--- config.mk ---
export PLATFORM = sky130hd
export DESIGN_NAME = modular_exponentiation_unit
export DESIGN_NICKNAME = d
export VERILOG_FILES = /design/src/hdl/modexp_pkg.sv /design/src/hdl/modexp_mulmod.sv /design/src/hdl/modular_exponentiation_unit.sv
export SDC_FILE = /design/constraint.sdc
export NUM_CORES = 1
export LEC_CHECK = 0
export BUFFER_PORTS_ARGS = -buffer_cell sky130_fd_sc_hd__buf_2
export CAP_MARGIN = 30
export CORE_MARGIN = 3
export CORE_UTILIZATION = 63
export CTS_BUF_LIST = sky130_fd_sc_hd__clkbuf_8
export DETAILED_ROUTE_END_ITERATION = 10
export GPL_TIMING_DRIVEN = 0
export HOLD_SLACK_MARGIN = 0.15
export PLACE_DENSITY_LB_ADDON = 0.05
export SLEW_MARGIN = 10
export SYNTH_ARGS = -nofsm -noshare
export SYNTH_HDL_FRONTEND = slang
export SYNTH_SLANG_ARGS = --single-unit
--- constraint.sdc ---
create_clock -name clk_i -period 7.3 [get_ports clk_i]
set_clock_uncertainty 0.05 [all_clocks]
set_input_delay 2.19 -clock clk_i [delete_from_list [all_inputs] [get_ports clk_i]]
set_output_delay 2.19 -clock clk_i [all_outputs]
set_load 0.005 [all_outputs]
--- src/hdl/modexp_pkg.sv ---
`timescale 1ns / 1ps

package modexp_pkg;

  localparam int unsigned OPERAND_WIDTH = 31;

  typedef logic [OPERAND_WIDTH-1:0] operand_t;

  typedef struct packed {
    operand_t base_value;
    operand_t exponent_value;
    operand_t modulus_value;
  } modexp_in_t;

  typedef struct packed {
    operand_t power_result;
    logic     bad_operand;
  } modexp_out_t;

  // (x + y) mod m for x, y < m
  function automatic operand_t add_mod(operand_t x, operand_t y, operand_t m);
    logic [OPERAND_WIDTH:0] sum;
    sum = {1'b0, x} + {1'b0, y};
    if (sum >= {1'b0, m}) begin
      sum = sum - {1'b0, m};
    end
    return sum[OPERAND_WIDTH-1:0];
  endfunction

endpackage

--- src/hdl/modexp_mulmod.sv ---
`timescale 1ns / 1ps

module modexp_mulmod import modexp_pkg::*; (
  input  logic     clk_i,
  input  logic     rst_ni,
  input  logic     start_i,
  input  operand_t addend_i,
  input  operand_t mplier_i,
  input  operand_t modulus_i,
  output logic     done_o,
  output operand_t product_o
);

  localparam int unsigned CntW = $clog2(OPERAND_WIDTH);

  logic            busy_q;
  logic            done_q;
  logic [CntW-1:0] cnt_q;
  operand_t        addend_q;
  operand_t        mplier_q;
  operand_t        acc_q;
  operand_t        dbl;
  operand_t        acc_d;

  // Interleaved reduction: double, then add the addend when the multiplier bit is set
  always_comb begin
    dbl   = add_mod(acc_q, acc_q, modulus_i);
    acc_d = mplier_q[OPERAND_WIDTH-1] ? add_mod(dbl, addend_q, modulus_i) : dbl;
  end

  always_ff @(posedge clk_i or negedge rst_ni) begin
    if (!rst_ni) begin
      busy_q <= 1'b0;
      done_q <= 1'b0;
      cnt_q  <= '0;
    end else begin
      done_q <= 1'b0;
      if (start_i) begin
        busy_q <= 1'b1;
        cnt_q  <= CntW'(OPERAND_WIDTH - 1);
      end else if (busy_q) begin
        if (cnt_q == '0) begin
          busy_q <= 1'b0;
          done_q <= 1'b1;
        end else begin
          cnt_q <= cnt_q - 1'b1;
        end
      end
    end
  end

  always_ff @(posedge clk_i) begin
    if (start_i) begin
      addend_q <= addend_i;
      mplier_q <= mplier_i;
      acc_q    <= '0;
    end else if (busy_q) begin
      acc_q    <= acc_d;
      mplier_q <= {mplier_q[OPERAND_WIDTH-2:0], 1'b0};
    end
  end

  assign done_o    = done_q;
  assign product_o = acc_q;

endmodule

--- src/hdl/modular_exponentiation_unit.sv ---
`timescale 1ns / 1ps
// Modular exponentiation, right-to-left square and multiply.
// Input channel (in_valid_i / in_ready_o / in_data_i) takes base, exponent and
// modulus; output channel (out_valid_o / out_ready_i / out_data_o) returns one
// item per input: the power and a flag for a zero base or zero modulus.
// One item is worked on at a time; in_ready_o is high only while idle.
// All products go through one shared bit-serial modular multiplier that
// retires one multiplier bit per cycle. For an item with k significant
// exponent bits, p of them set, the work after acceptance is one pass that
// reduces the base, then one multiply per set bit and one square per bit
// below the top. in_ready_o rises again in the cycle in which the result is
// loaded into the output register. Zero base, zero modulus or zero exponent
// skip the multiplier and go straight to the finish state.
// The result sits in an output register; a new item is accepted while it
// waits, and the next result waits for the register to empty.
// Reset clears the state machine and drops any pending result.
module modular_exponentiation_unit import modexp_pkg::*; (
  input  logic        clk_i,
  input  logic        rst_ni,
  input  logic        in_valid_i,
  output logic        in_ready_o,
  input  modexp_in_t  in_data_i,
  output logic        out_valid_o,
  input  logic        out_ready_i,
  output modexp_out_t out_data_o
);

  typedef enum logic [2:0] {
    ST_IDLE,
    ST_REDUCE,
    ST_MUL_ACC,
    ST_SQUARE,
    ST_FINISH
  } state_e;

  state_e      state_q, state_d;
  operand_t    base_q, base_d;
  operand_t    exp_q, exp_d;
  operand_t    mod_q, mod_d;
  operand_t    acc_q, acc_d;
  logic        bad_q, bad_d;
  logic        out_valid_q, out_valid_d;
  modexp_out_t out_q, out_d;

  logic        mul_start;
  operand_t    mul_addend;
  operand_t    mul_mplier;
  logic        mul_done;
  operand_t    mul_product;
  operand_t    exp_next;

  modexp_mulmod u_mulmod (
    .clk_i     (clk_i),
    .rst_ni    (rst_ni),
    .start_i   (mul_start),
    .addend_i  (mul_addend),
    .mplier_i  (mul_mplier),
    .modulus_i (mod_q),
    .done_o    (mul_done),
    .product_o (mul_product)
  );

  assign exp_next = exp_q >> 1;

  always_comb begin
    state_d     = state_q;
    base_d      = base_q;
    exp_d       = exp_q;
    mod_d       = mod_q;
    acc_d       = acc_q;
    bad_d       = bad_q;
    out_d       = out_q;
    out_valid_d = out_valid_q;
    mul_start   = 1'b0;
    mul_addend  = acc_q;
    mul_mplier  = mul_product;

    if (out_valid_q && out_ready_i) begin
      out_valid_d = 1'b0;
    end

    case (state_q)
      ST_IDLE: begin
        if (in_valid_i) begin
          base_d = in_data_i.base_value;
          exp_d  = in_data_i.exponent_value;
          mod_d  = in_data_i.modulus_value;
          bad_d  = 1'b0;
          if (in_data_i.base_value == '0 || in_data_i.modulus_value == '0) begin
            bad_d   = 1'b1;
            acc_d   = '0;
            state_d = ST_FINISH;
          end else if (in_data_i.exponent_value == '0) begin
            acc_d   = operand_t'(1);
            state_d = ST_FINISH;
          end else begin
            // 1 mod m, and reduce the base as 1 * base mod m
            acc_d      = (in_data_i.modulus_value == operand_t'(1)) ? '0 : operand_t'(1);
            mul_start  = 1'b1;
            mul_addend = operand_t'(1);
            mul_mplier = in_data_i.base_value;
            state_d    = ST_REDUCE;
          end
        end
      end
      ST_REDUCE: begin
        if (mul_done) begin
          base_d    = mul_product;
          mul_start = 1'b1;
          if (exp_q[0]) begin
            state_d = ST_MUL_ACC;
          end else begin
            mul_addend = mul_product;
            state_d    = ST_SQUARE;
          end
        end
      end
      ST_MUL_ACC: begin
        if (mul_done) begin
          acc_d = mul_product;
          if (exp_next == '0) begin
            state_d = ST_FINISH;
          end else begin
            mul_start  = 1'b1;
            mul_addend = base_q;
            mul_mplier = base_q;
            state_d    = ST_SQUARE;
          end
        end
      end
      ST_SQUARE: begin
        if (mul_done) begin
          base_d = mul_product;
          exp_d  = exp_next;
          if (exp_next == '0) begin
            state_d = ST_FINISH;
          end else begin
            mul_start = 1'b1;
            if (exp_next[0]) begin
              state_d = ST_MUL_ACC;
            end else begin
              mul_addend = mul_product;
              state_d    = ST_SQUARE;
            end
          end
        end
      end
      ST_FINISH: begin
        // hold the result until the output register is free
        if (!out_valid_q || out_ready_i) begin
          out_d.power_result = acc_q;
          out_d.bad_operand  = bad_q;
          out_valid_d        = 1'b1;
          state_d            = ST_IDLE;
        end
      end
      default: begin
        state_d = ST_IDLE;
      end
    endcase
  end

  always_ff @(posedge clk_i or negedge rst_ni) begin
    if (!rst_ni) begin
      state_q     <= ST_IDLE;
      out_valid_q <= 1'b0;
    end else begin
      state_q     <= state_d;
      out_valid_q <= out_valid_d;
    end
  end

  always_ff @(posedge clk_i) begin
    base_q <= base_d;
    exp_q  <= exp_d;
    mod_q  <= mod_d;
    acc_q  <= acc_d;
    bad_q  <= bad_d;
    out_q  <= out_d;
  end

  assign in_ready_o  = (state_q == ST_IDLE);
  assign out_valid_o = out_valid_q;
  assign out_data_o  = out_q;

endmodule

# Yosys cells after proc, flatten, opt, wreduce, memory -nomap -nowiden
# Cells that the tools add are included.
# classes
add_sub_neg,5
mul,0
n_div,0
n_lt_le_gt_ge,2
n_eq_ne,12
shift,0
muxes,65
n_bitwise,0
n_reduce_logical,23
# ops
cell,n
two-way mux 31 bit,25
case mux 31 bit (2 select lines),4
zero test 31 bit,4
case mux 31 bit (4 select lines),1
adder 31 x 31 -> 32 bit,2
>= comparator 32 x 31 -> 1 bit,2
subtractor 31 bit,2
== test 31 x 1 -> 1 bit (second input constant),1
two-way mux 3 bit,9
two-way mux 1 bit,21
two-way mux 5 bit,3
case mux 3 bit (5 select lines),1
AND reduction 3 bit,3
inequality test 2 x 1 -> 1 bit (second input constant),4
nonzero test 2 bit,4
== test 3 x 2 -> 1 bit (second input constant),2
inequality test 2 bit (second input constant),3
AND reduction 2 bit,3
zero test 5 bit,1
AND reduction 5 bit,1
subtractor 5 x 1 -> 5 bit (second input constant),1
OR reduction 2 bit,2
== test 3 x 1 -> 1 bit (second input constant),1
== test 3 bit (second input constant),1
5 further kinds,6
# word_totals
reg_bits,261
latchBits,0
ram_bits,0
mem_bits_ro,0
inputBits,97
out_inout_bits,34
memories,0

# Depth between registers and ports, before layout
# Gate-level depths: netlist (run 1).
# logic_depth
ltp_word,7
mapped_depth,34

# By module
# Synthesis (run 1) repeated with hierarchy kept, for this count alone.
# hier_totals
hier_cells,1700
hier_area_um2,17401.7
# modules_own_cells
mod,n_inst,cells_each,area_each_um2,seq_area_each_um2
modexp_mulmod,1,1155,9864.5,2657.5
modular_exponentiation_unit,1,545,7537.2,4814.6

# Least setup slack after synthesis (run 1)
# Ideal clock, no wire load.
# synth_path
kind,flip-flop to flip-flop
start,reg mod_q[17]
end,"reg u_mulmod.acc_q[10], in the netlist u_mulmod.product_o[10]"
setup_time_ns,0.067
t_arrival_ns,6.517
t_required_ns,7.183
slack_ns,0.665
path_stages_with_launch,32
path_buffers,4
synth_period_minus_slack_ns,6.635
cell_sequence,edfxtp_1 -> inv_1 -> ha_1 -> a211oi_1 -> o21bai_1 -> or3_1 -> a41o_1 -> o21ai_2 -> nand2_2 -> buf_4 -> buf_4 -> mux2i_1 -> inv_1 -> ha_1 -> a211oi_1 -> o21ai_0 -> o21a_1 -> nor3b_1 -> o21ai_0 -> a21oi_1 -> xnor2_1 -> ha_1 -> buf_2 -> nand4_1 -> nor4_1 -> or4b_1 -> a31oi_1 -> o21ba_2 -> buf_6 -> a2111o_1 -> o2bb2ai_1 -> o21ai_2
# synth_between
elab_chain_cells,6
# synth_rtl
element,line_no,text
"start, declared",modular_exponentiation_unit.sv:39,"operand_t mod_q, mod_d;"
"start signal, assigned",modular_exponentiation_unit.sv:176,mod_q <= mod_d;
>= comparator 32 x 31 -> 1 bit / subtractor 31 bit (equally long branches),"modexp_pkg.sv:24, modexp_pkg.sv:25",
two-way mux 31 bit,modexp_pkg.sv:24,"if (sum >= {1'b0, m}) begin"
adder 31 x 31 -> 32 bit,modexp_pkg.sv:23,"sum = {1'b0, x} + {1'b0, y};"
subtractor 31 bit / >= comparator 32 x 31 -> 1 bit (equally long branches),"modexp_pkg.sv:25, modexp_pkg.sv:24",
two-way mux 31 bit,modexp_pkg.sv:24,
two-way mux 31 bit (*),modexp_mulmod.sv:28,"acc_d = mplier_q[OPERAND_WIDTH-1] ? add_mod(dbl, addend_q, modulus_i) : dbl;"
"end signal, assigned",modexp_mulmod.sv:56,acc_q <= '0;
"end signal, assigned",modexp_mulmod.sv:58,acc_q <= acc_d;
"end, declared",modexp_mulmod.sv:21,operand_t acc_q;
# Mark *: on every way between the ends. The rest lies on a longest branch, timed or not.
# A chain may end at the register's enable or synchronous reset.

# Final worst setup path (run 1)
# layout_path
start,reg mod_q[0]
end,"reg u_mulmod.acc_q[10], in the netlist u_mulmod.product_o[10]"
# layout_between
elab_chain_cells,6
# layout_rtl
element,line_no
subtractor 31 bit / >= comparator 32 x 31 -> 1 bit (equally long branches),"modexp_pkg.sv:25, modexp_pkg.sv:24"
two-way mux 31 bit,modexp_pkg.sv:24
adder 31 x 31 -> 32 bit,modexp_pkg.sv:23
subtractor 31 bit / >= comparator 32 x 31 -> 1 bit (equally long branches),"modexp_pkg.sv:25, modexp_pkg.sv:24"
two-way mux 31 bit,modexp_pkg.sv:24
two-way mux 31 bit (*),modexp_mulmod.sv:28
# Marks and branches as above.

==> impl_metrics.toml, run 1 <==
[synth]
muxShareOfSynthArea = 0.0442
synth_edf_count = 219
synthCells = 1747
synthArstFlopShare = 0.0421
ys_seq_area_frac = 0.442
synth_xor_xnor_area_share = 0.0394
synth_fa_ha_area_frac = 0.0739
synthSimpleGateAreaFrac = 0.158
synth_top_family_by_area = "compound AO/OA/AOI/OAI gates"
synth-compound-area-share = 0.196
avgSynthCellArea_um2 = 9.67
synthFlopType = "edfxtp_1"
ys_types = 79
ys_ff_latch = 261
yosys_warnings = 0
synth_nets = 1942
syn_area_mm2 = 0.0169

[worst_setup_path]
crit_type = "register to register"
crit_fanout = 10
cp_common_cell = "a31oi_4"
endpoint_kind = "register"
cp_slowest_stage_delay_ns = 0.57
crit_slowest_cell = "o21ai_0"
cp-start-kind = "register"
critPathRequiredTime_ns = 7.74
cp.arrival_ns = 7.63

[clock_network]
cts_buffer_depth = 3
cts_hold_buf = 0
clkSinkCount = 261
cts_buffers = 43
root_buffer = "clkbuf_8"
clk_transition_reported_paths_ns = 0.07
cts_tree = "yes"
htreeDepth = 2
clk_latency_ns = 0.59

[global_route]
overflow = 0
grt_usage = 0.383
grt_pass1_wl_um = 84900
grt_pass1_vias = 14925
grt_start_max_net_pins = 35
antenna_found_initial = 0

[drt]
drt-total-wl_um = 56900
wl_per_cell_um = 24.7
drt_iter0_drc = 2145
route.vias.total = 15840
viasPerCell = 6.87
ant_nets = 0
drt_pass1_iterations = 9
drcViolationCount = 0

[sta]
setup-violations-final = 0
slew_violations = 0
final.period_utilization = 0.985
layout_min_cycle_time_ns = 7.19
hold_viol_final = 0
worst_slew_pin_slew_ns = 1.04
max_freq_ghz = 0.139
maxSlewHeadroom = 0.298

[job]
maxCapViolations = 0

[floorplan]
num_rows = 59
die_x_um = 170
initial_core_util = 0.645
core_area_mm2 = 0.0262
dieArea_mm2 = 0.0288
die_h_um = 170
ios = 131

[cells_and_area]
nNetsFinal = 2136
final_cell_area_mm2 = 0.0201
final_common_cell = "nand2_1"
area_growth_pct = 18.7
final_cell_mix = "nand2_1, edfxtp_1, buf_2"
layout-drive-gt1-share = 0.228
n_antenna_cell = 0

[place]
gp_congestion = 0.941
portBuffers = 130
place_area_mm2 = 0.0181
dp_hpwl_um = 42000

[hold_path]
hold_path.class = "register to register"

[run_status]
status = "finished clean"
==> routing by layer <==
metal / wire length, um / vias up / global-route usage
li1: - / 6989 / -
met4: 2740 / 0 / 0.168
met2: 25900 / 1127 / 0.594
met1: 21900 / 7525 / 0.518
met3: 6340 / 199 / 0.0881
met5: 0 / - / 0
==> Yosys cell counts (24+ instances only) <==
library cell | number | area share
xor2_1 | 32 | 0.017
a211oi_1 | 26 | 0.012
nor4_1 | 37 | 0.014
nand4_1 | 24 | 0.0089
nor3_1 | 25 | 0.0074
clkbuf_1 | 70 | 0.016
mux2_2 | 53 | 0.035
nand2_1 | 230 | 0.051
a31oi_1 | 52 | 0.019
xnor2_1 | 44 | 0.023
o21ai_0 | 63 | 0.019
and2_1 | 39 | 0.014
a222oi_1 | 30 | 0.018
inv_1 | 106 | 0.024
a22oi_1 | 32 | 0.014
dfxtp_1 | 31 | 0.037
a21oi_1 | 99 | 0.029
a21o_1 | 39 | 0.017
nand3_1 | 31 | 0.0092
ha_1 | 95 | 0.070
nor2_1 | 117 | 0.026
edfxtp_1 | 219 | 0.39
==> layout make-up <==
class                           count  area, um2
Tap cell                          335        419
Buffer                             74        353
Multi-Input combinational cell   1290       9620
Timing Repair Buffer              165        975
Clock inverter                     29        149
Inverter                          106        398
Fill cell                        1748       6150
Clock buffer                       47        647
Sequential cell                   261       7500
==> metrics by stage <==
stage,hold WS [ns],utilization,instances,TNS (ns),worst slack [ns]
after floorplan,0.350,-,1747,0,0.665
after global placement,0.356,0.685,2212,-46.66,-1.67
after detailed placement,0.364,0.690,2216,-49.51,-1.74
after CTS,0.393,0.747,2294,0,0.0204
after global routing,0.402,0.765,2307,-0.436,-0.0763
final,0.391,0.765,2307,0,0.110
==> repair_timing <==
action                                  CTS  global route
cloned                                    0             0
pin swaps                                18            32
gates resized for setup                 124            82
endpoints found under the setup margin   31            31
setup buffers                            15            16
==> cells by family after synthesis <==
group | count (synthesis)
XOR/XNOR | 76
flip-flops | 261
AO/OA/AOI/OAI | 476
buffers and inverters | 196
adder cells (fa/ha/maj) | 98
AND/OR/NAND/NOR | 572
multiplexers | 68
==> flip-flops by register name, indices dropped and copies added (netlist names) <==
register,flops
u_mulmod.product_o,31
out_data_o,32
u_mulmod.cnt_q,5
out_valid_o,1
u_mulmod.busy_q,1
u_mulmod.addend_q,31
u_mulmod.done_o,1
u_mulmod.mplier_q,31
acc_q,31
state_q,3
bad_q,1
mod_q,31
exp_q,31
base_q,31
==> final timing paths <==
kind                       startpoint  slack, ns  depth (start not counted)                endpoint
hold / removal                  bad_q       0.39                          0           out_data_o[0]
setup reg to reg             mod_q[0]       0.11                         28  u_mulmod.product_o[10]
setup / recovery             mod_q[0]       0.11                         28  u_mulmod.product_o[10]
hold reg to reg                 bad_q       0.39                          0           out_data_o[0]
min in group asynchronous      rst_ni       1.44                          1       u_mulmod.cnt_q[2]
max in group asynchronous      rst_ni       5.55                          1              state_q[2]
==> worst max-delay path: cells and delay by family, from the launching register on <==
kind	cells	cell delay (ns)
AND/OR/NAND/NOR	7	1.50
AO/OA/AOI/OAI	12	2.88
flip-flops	1	0.42
XOR/XNOR	1	0.19
buffers and inverters	4	0.62
adder cells (fa/ha/maj)	3	1.11
multiplexers	1	0.32
Power of run 1 is left out: the tool's default activity adds up to more than one toggle a clock period on the data nets, which glitch-free logic cannot reach.
==> run 2, diff against run 1 <==
Settings changed: CORE_MARGIN 3 to unset, SETUP_SLACK_MARGIN set to 0.1.
==> run 2 against run 1 <==
The run now ends with DRC, setup timing left; global-route usage rose by 2.6 points; flip-flop and latch count is the same; critical path type unchanged; cell area grew 1.7%; first-iteration DRC count is 7.2% higher; fmax down 2.8%; worst hold slack improved by 0.011 ns; non-clock buffer count rose by 16; setup slack got worse by 0.21 ns; clock-buffer cell count fell by 1; sequential share of layout area decreased by 0.64 points.
==> impl_metrics.toml, run 2 (synthesized netlist as in run 1, its figures left out) <==
[run_status]
status = "finished with violations"
violations = "DRC, setup timing"

[drt]
route.vias.total = 16071
drcViolationCount = 3
drt-total-wl_um = 58400
wl_per_cell_um = 25.1
ant_nets = 0
drt_pass1_iterations = 10
drt_iter0_drc = 2300
viasPerCell = 6.91

[sta]
worst_slew_pin_slew_ns = 0.961
maxSlewHeadroom = 0.358
setup-violations-final = 19
hold_viol_final = 0
max_freq_ghz = 0.135
layout_min_cycle_time_ns = 7.40
slew_violations = 0
setup_ws_ns = -0.0982
final.period_utilization = 1.01

[worst_setup_path]
r2r-start = "u_mulmod.product_o[6]"
critPathLaunch = "u_mulmod.product_o[6]"
critical_path.top_delay_family = "compound AO/OA/AOI/OAI gates"
cp_slowest_stage_delay_ns = 0.57
crit_type = "register to register"
cp-start-kind = "register"
cp.arrival_ns = 7.84
path_buf_inv = 4
critPathRequiredTime_ns = 7.75
crit_fanout = 10
endpoint_kind = "register"
crit_slowest_cell = "dfxtp_1"

[floorplan]
initial_core_util = 0.645
die_h_um = 166
die_x_um = 166
ios = 131
num_rows = 59
core_area_mm2 = 0.0262
dieArea_mm2 = 0.0275

[job]
maxCapViolations = 0

[clock_network]
cts_buffers = 44
clkSinkCount = 261
cts_tree = "yes"
clk_latency_ns = 0.61
clk_transition_reported_paths_ns = 0.06
htreeDepth = 2
cts_buffer_depth = 3
cts_hold_buf = 0
root_buffer = "clkbuf_8"

[place]
portBuffers = 130
gp_congestion = 1.01
dp_worst_setup_slack_ns = -1.72
dp_hpwl_um = 41900

[cells_and_area]
final_common_cell = "nand2_1"
final_cell_mix = "nand2_1, edfxtp_1, buf_2"
layout-drive-gt1-share = 0.243
nNetsFinal = 2153
fill_cells = 1740
largest_reg_flops = 32
n_antenna_cell = 0
area_growth_pct = 20.7

[global_route]
overflow = 0
grt_pass1_vias = 15268
antenna_found_initial = 1
grt_usage = 0.409
grt_start_max_net_pins = 35
grt_pass1_wl_um = 86400

[hold_path]
holdCritStartpoint = "acc_q[25]"
hold_path.class = "register to register"
[run 2: changes by cell type in the layout (fill, tap and decap cells not counted), moves of 4 or more]
cell       delta
buf_4        +13
bufinv_16     +4
clkbuf_4      -4
clkinv_1      -7
ha_4          -5
nor3_1        -4
o21ai_0       -4
[run 2: worst paths after layout]
path | slack [ns] | to | cells past startpoint
worst max register to register | -0.1 | u_mulmod.product_o[1] | 29
worst max-delay path | -0.1 | u_mulmod.product_o[1] | 29
min in group asynchronous | 1.39 | state_q[2] | 1
max in group asynchronous | 5.58 | out_valid_o | 1
worst min register to register | 0.40 | out_data_o[26] | 0
worst min-delay path | 0.40 | out_data_o[26] | 0
[run 2: metal layers]
layer,track usage,share of wire,vias up
li1,-,-,7022
met1,0.540,0.38,7585
met2,0.648,0.45,1201
met3,0.0772,0.11,263
met4,0.205,0.061,0
met5,0,0,-
[run 2: repair_timing]
item                       CTS  global route
setup endpoints to repair   31            31
gates resized for setup    118           132
cloned                       0             1
pin swaps                   24            54
setup buffers               14            27
[run 2: stage by stage]
step	TNS, ns	instances	util	cell area [um2]	hold WS, ns
floorplan	0	1747	-	16900	0.350
global placement	-48.26	2212	0.685	18000	0.355
detailed placement	-49.75	2216	0.690	18100	0.379
CTS	0	2301	0.749	19600	0.394
global route	-3.67	2327	0.778	20400	0.413
finish	-0.957	2327	0.778	20400	0.402
[run 2: worst reg2reg max path, delay by kind of cell (launching register included)]
family | cells | cell delay (ns)
fa+ha+maj | 3 | 0.93
flops | 1 | 0.57
mux | 2 | 0.38
compound gates | 13 | 3.06
buf+inv | 4 | 0.55
xor+xnor | 1 | 0.15
simple gates | 6 | 1.61
[run 2: layout make-up]
cell class	count	area (um2)	area share
Tap cell	335	419	0.0206
Inverter	106	402	0.0197
Clock inverter	34	293	0.0144
Sequential cell	261	7490	0.367
Timing Repair Buffer	176	1080	0.0529
Clock buffer	46	633	0.0310
Multi-Input combinational cell	1290	9660	0.474
Buffer	79	415	0.0204
Power of run 2 is left out for the same reason.
